`config.mk`:
```
export PLATFORM = sky130hd
export DESIGN_NAME = percent_url_decoder
export DESIGN_NICKNAME = d
export VERILOG_FILES = /design/src/rtl/pud_pkg.sv /design/src/rtl/pud_core.sv /design/src/rtl/percent_url_decoder.sv
export VERILOG_INCLUDE_DIRS = /design/src /design/src/rtl
export SDC_FILE = /design/constraint.sdc
export NUM_CORES = 1
export LEC_CHECK = 0
export ABC_AREA = 1
export ABC_CLOCK_PERIOD_IN_PS = 7600
export BUFFER_PORTS_ARGS = -buffer_cell sky130_fd_sc_hd__buf_2
export CAP_MARGIN = 10
export CORE_MARGIN = 10
export CORE_UTILIZATION = 45
export DETAILED_ROUTE_END_ITERATION = 6
export PLACE_DENSITY = 0.7
export RECOVER_POWER = 25
export SYNTH_ARGS = -nofsm -noshare
export SYNTH_HDL_FRONTEND = slang
export SYNTH_HIERARCHICAL = 1
export SYNTH_SLANG_ARGS = --single-unit
```
`constraint.sdc`:
```
create_clock -name clk -period 7.6 [get_ports clk]
set_clock_uncertainty 0.2 [all_clocks]
set_input_delay 0.38 -clock clk [delete_from_list [all_inputs] [get_ports clk]]
set_output_delay 0.38 -clock clk [all_outputs]
set_load 0.01 [all_outputs]
```
`src/rtl/percent_url_decoder_defines.svh`:
```
// ----------------------------------------------------------------------------
// percent_url_decoder assertion macros
// shared concurrent assertion forms for the decoder
// ----------------------------------------------------------------------------
`ifndef PERCENT_URL_DECODER_DEFINES_SVH
`define PERCENT_URL_DECODER_DEFINES_SVH

// same-cycle implication
`define PUD_ASSERT_NOW(label, ante, cons, msg) \
  label: assert property (@(posedge clk) disable iff (!rst_n) (ante) |-> (cons)) \
    else $error(msg);

// next-cycle implication
`define PUD_ASSERT_NEXT(label, ante, cons, msg) \
  label: assert property (@(posedge clk) disable iff (!rst_n) (ante) |=> (cons)) \
    else $error(msg);

`endif

```
`src/rtl/pud_pkg.sv`:
```
// ----------------------------------------------------------------------------
// pud_pkg
// types, character codes and helpers for the percent url decoder
// ----------------------------------------------------------------------------
`timescale 1ns / 1ps

package pud_pkg;

  localparam logic [7:0] CH_PERCENT = 8'h25;
  localparam logic [7:0] CH_PLUS    = 8'h2B;
  localparam logic [7:0] CH_SPACE   = 8'h20;
  localparam logic [7:0] CH_MINUS   = 8'h2D;

  typedef enum logic [1:0] {
    ERR_OK         = 2'd0,
    ERR_INCOMPLETE = 2'd1,
    ERR_INVALID    = 2'd2
  } err_t;

  typedef enum logic [1:0] {
    PH_PLAIN = 2'd0,
    PH_OPEN  = 2'd1,
    PH_DIGIT = 2'd2
  } phase_t;

  typedef struct packed {
    logic [7:0] in_byte;
    logic       in_last;
  } pud_in_t;

  typedef struct packed {
    logic [7:0] out_byte;
    logic       out_last;
    err_t       error_code;
  } pud_out_t;

  typedef struct packed {
    logic     emit;
    pud_out_t word;
  } pud_res_t;

  typedef struct packed {
    logic       valid;
    logic [3:0] value;
  } hex_t;

  function automatic hex_t hex_decode(input logic [7:0] c);
    hex_t h;
    h.valid = 1'b0;
    h.value = 4'h0;
    if (c >= 8'h30 && c <= 8'h39) begin
      h.valid = 1'b1;
      h.value = c[3:0];
    end else if ((c >= 8'h41 && c <= 8'h46) || (c >= 8'h61 && c <= 8'h66)) begin
      h.valid = 1'b1;
      h.value = c[3:0] + 4'd9;
    end
    return h;
  endfunction

endpackage

```
`src/rtl/pud_core.sv`:
```
// ----------------------------------------------------------------------------
// pud_core
// escape state and combinational decode of one word
// ----------------------------------------------------------------------------
`timescale 1ns / 1ps
`include "percent_url_decoder_defines.svh"

module pud_core (
  input  logic             clk,
  input  logic             rst_n,
  input  logic             fire,
  input  pud_pkg::pud_in_t in_word,
  output pud_pkg::pud_res_t res
);

  pud_pkg::phase_t phase_r, phase_nxt;
  logic [3:0]      digit_r, digit_nxt;
  logic            minus_r, minus_nxt;
  logic            failed_r, failed_nxt;
  pud_pkg::hex_t   hex;
  logic [7:0]      b;
  logic            last;

  assign b    = in_word.in_byte;
  assign last = in_word.in_last;
  assign hex  = pud_pkg::hex_decode(b);

  always_comb begin
    res.emit            = 1'b0;
    res.word.out_byte   = b;
    res.word.out_last   = last;
    res.word.error_code = pud_pkg::ERR_OK;
    phase_nxt           = phase_r;
    digit_nxt           = digit_r;
    minus_nxt           = minus_r;
    failed_nxt          = failed_r;
    if (!failed_r) begin
      case (phase_r)
        pud_pkg::PH_PLAIN: begin
          if (b == pud_pkg::CH_PERCENT) begin
            if (last) begin
              res.emit            = 1'b1;
              res.word.out_byte   = 8'h00;
              res.word.error_code = pud_pkg::ERR_INCOMPLETE;
            end else begin
              phase_nxt = pud_pkg::PH_OPEN;
            end
          end else if (b == pud_pkg::CH_PLUS) begin
            res.emit          = 1'b1;
            res.word.out_byte = pud_pkg::CH_SPACE;
          end else begin
            res.emit = 1'b1;
          end
        end
        pud_pkg::PH_OPEN: begin
          if (last) begin
            res.emit            = 1'b1;
            res.word.out_byte   = 8'h00;
            res.word.error_code = pud_pkg::ERR_INCOMPLETE;
          end else if (hex.valid) begin
            digit_nxt = hex.value;
            minus_nxt = 1'b0;
            phase_nxt = pud_pkg::PH_DIGIT;
          end else if (b == pud_pkg::CH_MINUS) begin
            digit_nxt = 4'h0;
            minus_nxt = 1'b1;
            phase_nxt = pud_pkg::PH_DIGIT;
          end else begin
            res.emit            = 1'b1;
            res.word.out_byte   = 8'h00;
            res.word.error_code = pud_pkg::ERR_INVALID;
            phase_nxt           = pud_pkg::PH_PLAIN;
            failed_nxt          = 1'b1;
          end
        end
        pud_pkg::PH_DIGIT: begin
          res.emit  = 1'b1;
          phase_nxt = pud_pkg::PH_PLAIN;
          if (minus_r) begin
            minus_nxt = 1'b0;
            if (hex.valid) begin
              res.word.out_byte = 8'h00 - {4'h0, hex.value};
            end else begin
              res.word.out_byte   = 8'h00;
              res.word.error_code = pud_pkg::ERR_INVALID;
              failed_nxt          = !last;
            end
          end else if (hex.valid) begin
            res.word.out_byte = {digit_r, hex.value};
          end else begin
            res.word.out_byte = {4'h0, digit_r};
          end
        end
        default: begin
          phase_nxt = pud_pkg::PH_PLAIN;
        end
      endcase
    end
    if (last) begin
      phase_nxt  = pud_pkg::PH_PLAIN;
      digit_nxt  = 4'h0;
      minus_nxt  = 1'b0;
      failed_nxt = 1'b0;
    end
  end

  always_ff @(posedge clk) begin
    if (!rst_n) begin
      phase_r  <= pud_pkg::PH_PLAIN;
      digit_r  <= 4'h0;
      minus_r  <= 1'b0;
      failed_r <= 1'b0;
    end else if (fire) begin
      phase_r  <= phase_nxt;
      digit_r  <= digit_nxt;
      minus_r  <= minus_nxt;
      failed_r <= failed_nxt;
    end
  end

  `PUD_ASSERT_NEXT(a_last_clears, fire && last, phase_r == pud_pkg::PH_PLAIN && !failed_r && !minus_r, "state not cleared after last word")
  `PUD_ASSERT_NOW(a_failed_plain, failed_r, phase_r == pud_pkg::PH_PLAIN, "failed while inside an escape")
  `PUD_ASSERT_NOW(a_failed_silent, failed_r, !res.emit, "result while swallowing")
  `PUD_ASSERT_NOW(a_incomplete_last, res.emit && res.word.error_code == pud_pkg::ERR_INCOMPLETE, res.word.out_last && res.word.out_byte == 8'h00, "incomplete error off the last word")

endmodule

```
`src/rtl/percent_url_decoder.sv`:
```
// ----------------------------------------------------------------------------
// percent_url_decoder
// form url decoder: '+' to space, percent escapes to bytes, error reporting
// ----------------------------------------------------------------------------
// usage:
//   in_valid/in_stall/in_word carry one encoded byte per word, in_last
//   marking the final byte of a string. out_valid/out_stall/out_word carry
//   decoded words with out_last and error_code.
//   a '%' and a first escape byte that is a hex digit or '-' give no word;
//   the decoded byte comes with the second escape byte. after an error
//   the rest of the string up to its last byte is swallowed.
// path: a word accepted into the input register is decoded into the
//   output register and offered on out_word from there.
// throughput: one word per cycle while no stall holds it, set by the input
//   register feeding the decode logic and the output register.
// stall: while out_stall holds a waiting result, words that give no result
//   still drain; a word that gives a result waits in the input register and
//   in_stall rises.
// reset: rst_n low for one clock empties both registers and returns the
//   escape state to plain text.
// ----------------------------------------------------------------------------
`timescale 1ns / 1ps

module percent_url_decoder (
  input  logic              clk,
  input  logic              rst_n,
  input  logic              in_valid,
  output logic              in_stall,
  input  pud_pkg::pud_in_t  in_word,
  output logic              out_valid,
  input  logic              out_stall,
  output pud_pkg::pud_out_t out_word
);

  logic              s1_valid_r, s1_valid_nxt;
  pud_pkg::pud_in_t  s1_word_r;
  logic              out_valid_r, out_valid_nxt;
  pud_pkg::pud_out_t out_word_r;
  pud_pkg::pud_res_t res;
  logic              out_free;
  logic              s1_fire;
  logic              in_accept;

  pud_core u_core (
    .clk     (clk),
    .rst_n   (rst_n),
    .fire    (s1_fire),
    .in_word (s1_word_r),
    .res     (res)
  );

  assign out_free  = !out_valid_r || !out_stall;
  assign s1_fire   = s1_valid_r && (!res.emit || out_free);
  assign in_stall  = s1_valid_r && !s1_fire;
  assign in_accept = in_valid && !in_stall;

  always_comb begin
    s1_valid_nxt = s1_valid_r;
    if (in_accept) begin
      s1_valid_nxt = 1'b1;
    end else if (s1_fire) begin
      s1_valid_nxt = 1'b0;
    end
    out_valid_nxt = out_valid_r && out_stall;
    if (s1_fire && res.emit) begin
      out_valid_nxt = 1'b1;
    end
  end

  always_ff @(posedge clk) begin
    if (!rst_n) begin
      s1_valid_r  <= 1'b0;
      out_valid_r <= 1'b0;
    end else begin
      s1_valid_r  <= s1_valid_nxt;
      out_valid_r <= out_valid_nxt;
    end
  end

  always_ff @(posedge clk) begin
    if (in_accept) begin
      s1_word_r <= in_word;
    end
    if (s1_fire && res.emit) begin
      out_word_r <= res.word;
    end
  end

  assign out_valid = out_valid_r;
  assign out_word  = out_word_r;

endmodule
```
==> summary.md <==
| Metric | Value |
|---|---|
| Status | `finished, final reports clean` |
| Yosys top cell by area | `edfxtp_1` |
| Cell Pwr Density | `180 nW/um^2` |
| Final hold slack | `0.0738 ns` |
| Sw Share | `0.276` |
| Worst EP required | `7.02 ns` |
| Hold wc startpoint | `in_word[0]` |
| Mapped Cells | `234` |
| # rows | `23` |
| Slew Limit Fails | `0` |
| Nets | `286` |
| H-tree levels | `2` |
| Total track usage | `0.120` |
| Register area | `801 sq um` |
| # DRC | `0` |
| Worst reg2reg setup slack | `4.49 ns` |
| Int Pwr | `281 uW` |
| Crit Path Max Fanout | `9` |
| R2R Path End | `u_core/phase_r[1]` |
| Hold bufs inserted after CTS | `0` |
| Initial Utilization | `0.470` |
| Logic pwr share | `0.167` |
| First-pass GRT wire length | `7280 um` |
| Layout Area Growth over Synthesis | `13.8%` |
| Final hold vios | `0` |
| Die width | `84.9 um` |
| Sequential cell area fraction in the yosys report | `0.422` |
| Flops & latches, synth | `30` |
| Post-Syn Area | `1900 sq um` |
| Cell variety after synth | `30` |
| Crit path launch type | `flop` |
| Net Switching | `107 uW` |
| GRT Residual Overflow | `0` |
| First drt pass iteration count | `4` |
| Top routing layer in use | `met4` |
| Maximum VDD drop | `126 uV` |
| Routed wire length | `4250 um` |
| Synth warn | `6` |
| Wire length per cell | `13.5 um` |
| Main synth FF type | `edfxtp_1` |
| Clk buf depth | `2` |
| Largest net degree at the start of global routing | `12` |
| Hold Crit Depth | `1` |
| Wire length on met3 | `378 um` |
| Die height | `84.9 um` |
| MaxCap Viol Count | `0` |
| Cts bufs inserted | `5` |
| # resized after CTS | `0` |
| Initial antenna violation count | `0` |
| DR iter-0 viols | `220` |
| Vias in the first global route | `1598` |
| Worst Setup SP | `s1_word_r[1]` |
| Remaining antenna violation count | `0` |
| Vias per std cell | `5.39` |
| FF-to-FF path depth | `18` |
| Unrepaired setup endpoints after global routing | `false` |
| Post-synth EDFFs | `20` |
| Routed wl met2 | `1840 um` |
| Final Cycle Share | `0.416` |
| Root buffer cell | `clkbuf_8` |
| Fillers | `380` |
| Slew @ Worst Pin | `0.643 ns` |
| Post-synth top area share | `0.317` |
| Max Fclk | `0.317 GHz` |
| Clk network pwr share | `0.333` |
| Worst relative slew slack | `0.569` |
| CTS tree | `built` |
| DR vias | `1698` |
| Clk sink count | `30` |
| CP arrival | `2.58 ns` |
| I/O pins | `26` |
| Min Tclk post-route | `3.16 ns` |
| Syn Nets | `256` |
| Multi-input logic area | `950 sq um` |
| Critical path endpoint category | `output port` |
| Flop pwr share | `0.501` |
| Clock latency at the later pin of the worst-skew pair | `0.28 ns` |
| Die ar. | `7210 sq um` |
| GPL Wtd Cong | `0.939` |
| Pleak | `0.956 nW` |
| Port Buffers | `25` |
| Post-Syn Area per Cell | `8.10 sq um` |
| FFs w/ async S/R, synth | `0` |
| Hold Path End | `s1_word_r[0]` |
| Ranking of synthesized cells by area | `edfxtp_1, nand2_1, dfxtp_1` |
| Min-delay worst type | `primary input to flop` |
| ANT cells | `0` |
| Share of layout cells above drive strength 1 | `0.189` |
| Final setup viols | `0` |
| RR Startpoint | `s1_word_r[1]` |
| Setup TNS | `0 ns` |
| M1 WL | `1970 um` |
| Clock-pin slew on the worst setup and hold paths | `0.06 ns` |
| Core ar. | `4030 sq um` |
| Setup CP Type | `flop to output port` |
| Post-CTS Setup Inserts | `0` |
| Detailed Place HPWL | `3290 um` |
[worst max-delay path, cell delays in order (launching register included)]
cell and delay [ns]:
edfxtp_1 0.47, inv_1 0.12, ha_1 0.23, nand2_1 0.08, nand3_2 0.12, nand2_4 0.16
nand2_8 0.10, inv_8 0.09, nand3_1 0.08, a41oi_1 0.40, nand4_1 0.20, inv_1 0.11
buf_2 0.13
[synthesized netlist by cell type, types with 2 or more instances]
cell type  count
a21oi_1       19
dfxtp_1       10
edfxtp_1      20
ha_1           9
inv_1         29
inv_2          2
nand2_1       54
nand2_2        5
nand2_4        3
nand3_1       24
nand3_2        4
nand4_1        6
nor2_1        13
nor2_4         2
nor3_1         2
o21ai_0       11
o21ai_1        8
[per-stage QoR]
step / worst slack, ns / power, mW / instance area (sq um) / std cells / utilization
after CTS: 4.46 / 0.393 / 2160 / 315 / 0.537
after detailed placement: 4.52 / 0.262 / 2070 / 307 / 0.514
after global placement: 4.61 / 0.262 / 2070 / 307 / 0.514
after floorplan: 4.92 / 0.243 / 1900 / 234 / -
final: 4.44 / 0.389 / 2160 / 315 / 0.535
after global routing: 4.10 / 0.412 / 2160 / 315 / 0.535
[per-layer routing]
| metal | track usage | up-vias |
|---|---|---|
| met5 | 0 | - |
| met4 | 0.0359 | 0 |
| met3 | 0.0497 | 8 |
| met2 | 0.184 | 79 |
| met1 | 0.151 | 765 |
| li1 | - | 846 |
[placed cells by master (no fill, tap or decap)]
master	count
nand3_4	1
clkbuf_1	6
nor2_4	2
o211ai_2	1
nand4_1	6
nor2_1	13
a41oi_1	1
a21oi_1	19
nor3_2	1
clkinv_2	1
nand3b_1	1
xor2_1	1
nor3_1	2
o21ai_0	11
nand3_1	24
o21ai_2	1
o21ai_1	8
nand2_8	1
nand2_1	54
nand2_2	5
dfxtp_1	10
inv_4	1
ha_1	9
a31oi_1	1
buf_2	20
nand3_2	4
nand2_4	3
inv_2	2
inv_8	1
clkbuf_8	6
edfxtp_1	20
inv_1	29
[cell type report]
cell class | instances | share of cell area
Sequential cell | 30 | 0.371
Tap cell | 50 | 0.0290
Inverter | 33 | 0.0621
Clock buffer | 7 | 0.0400
Clock inverter | 1 | 0.00232
Multi-Input combinational cell | 169 | 0.440
Timing Repair Buffer | 25 | 0.0551
[worst max-delay path by stage]
| stage | depth (start not counted) | slack, ns | end |
|---|---|---|---|
| floorplan | 18 | 4.92 | u_core/phase_r[1] |
| global placement | 18 | 4.61 | u_core/phase_r[1] |
| detailed placement | 18 | 4.52 | u_core/phase_r[0] |
| CTS | 12 | 4.46 | in_stall |
| global route | 18 | 4.10 | u_core/phase_r[1] |
| finish | 12 | 4.44 | in_stall |
[flip-flops by register name, summed over array words and instances (netlist names)]
signal / flops
u_core/minus_r: 1
s1_word_r: 9
out_valid: 1
u_core/failed_r: 1
u_core/digit_r: 4
s1_valid_r: 1
out_word: 11
u_core/phase_r: 2
[kinds of logic after synthesis]
logic type / Yosys count / synth area share
XOR/XNOR: 1 / 0.00462
buffers and inverters: 35 / 0.0766
flip-flops: 30 / 0.422
AO/OA/AOI/OAI: 42 / 0.119
adder cells (fa/ha/maj): 9 / 0.0594
AND/OR/NAND/NOR: 117 / 0.317
[power by group through the flow]
stage | registers (mW) | clock network, mW | logic (mW)
2_1_floorplan | 0.197 | 0 | 0.0454
3_3_place_gp | 0.197 | 0 | 0.0648
3_5_place_dp | 0.198 | 0 | 0.0646
4_1_cts | 0.194 | 0.133 | 0.0649
5_1_grt | 0.196 | 0.143 | 0.0735
6_report | 0.195 | 0.129 | 0.0648
Note: power is estimated with default switching activity, not from simulation.
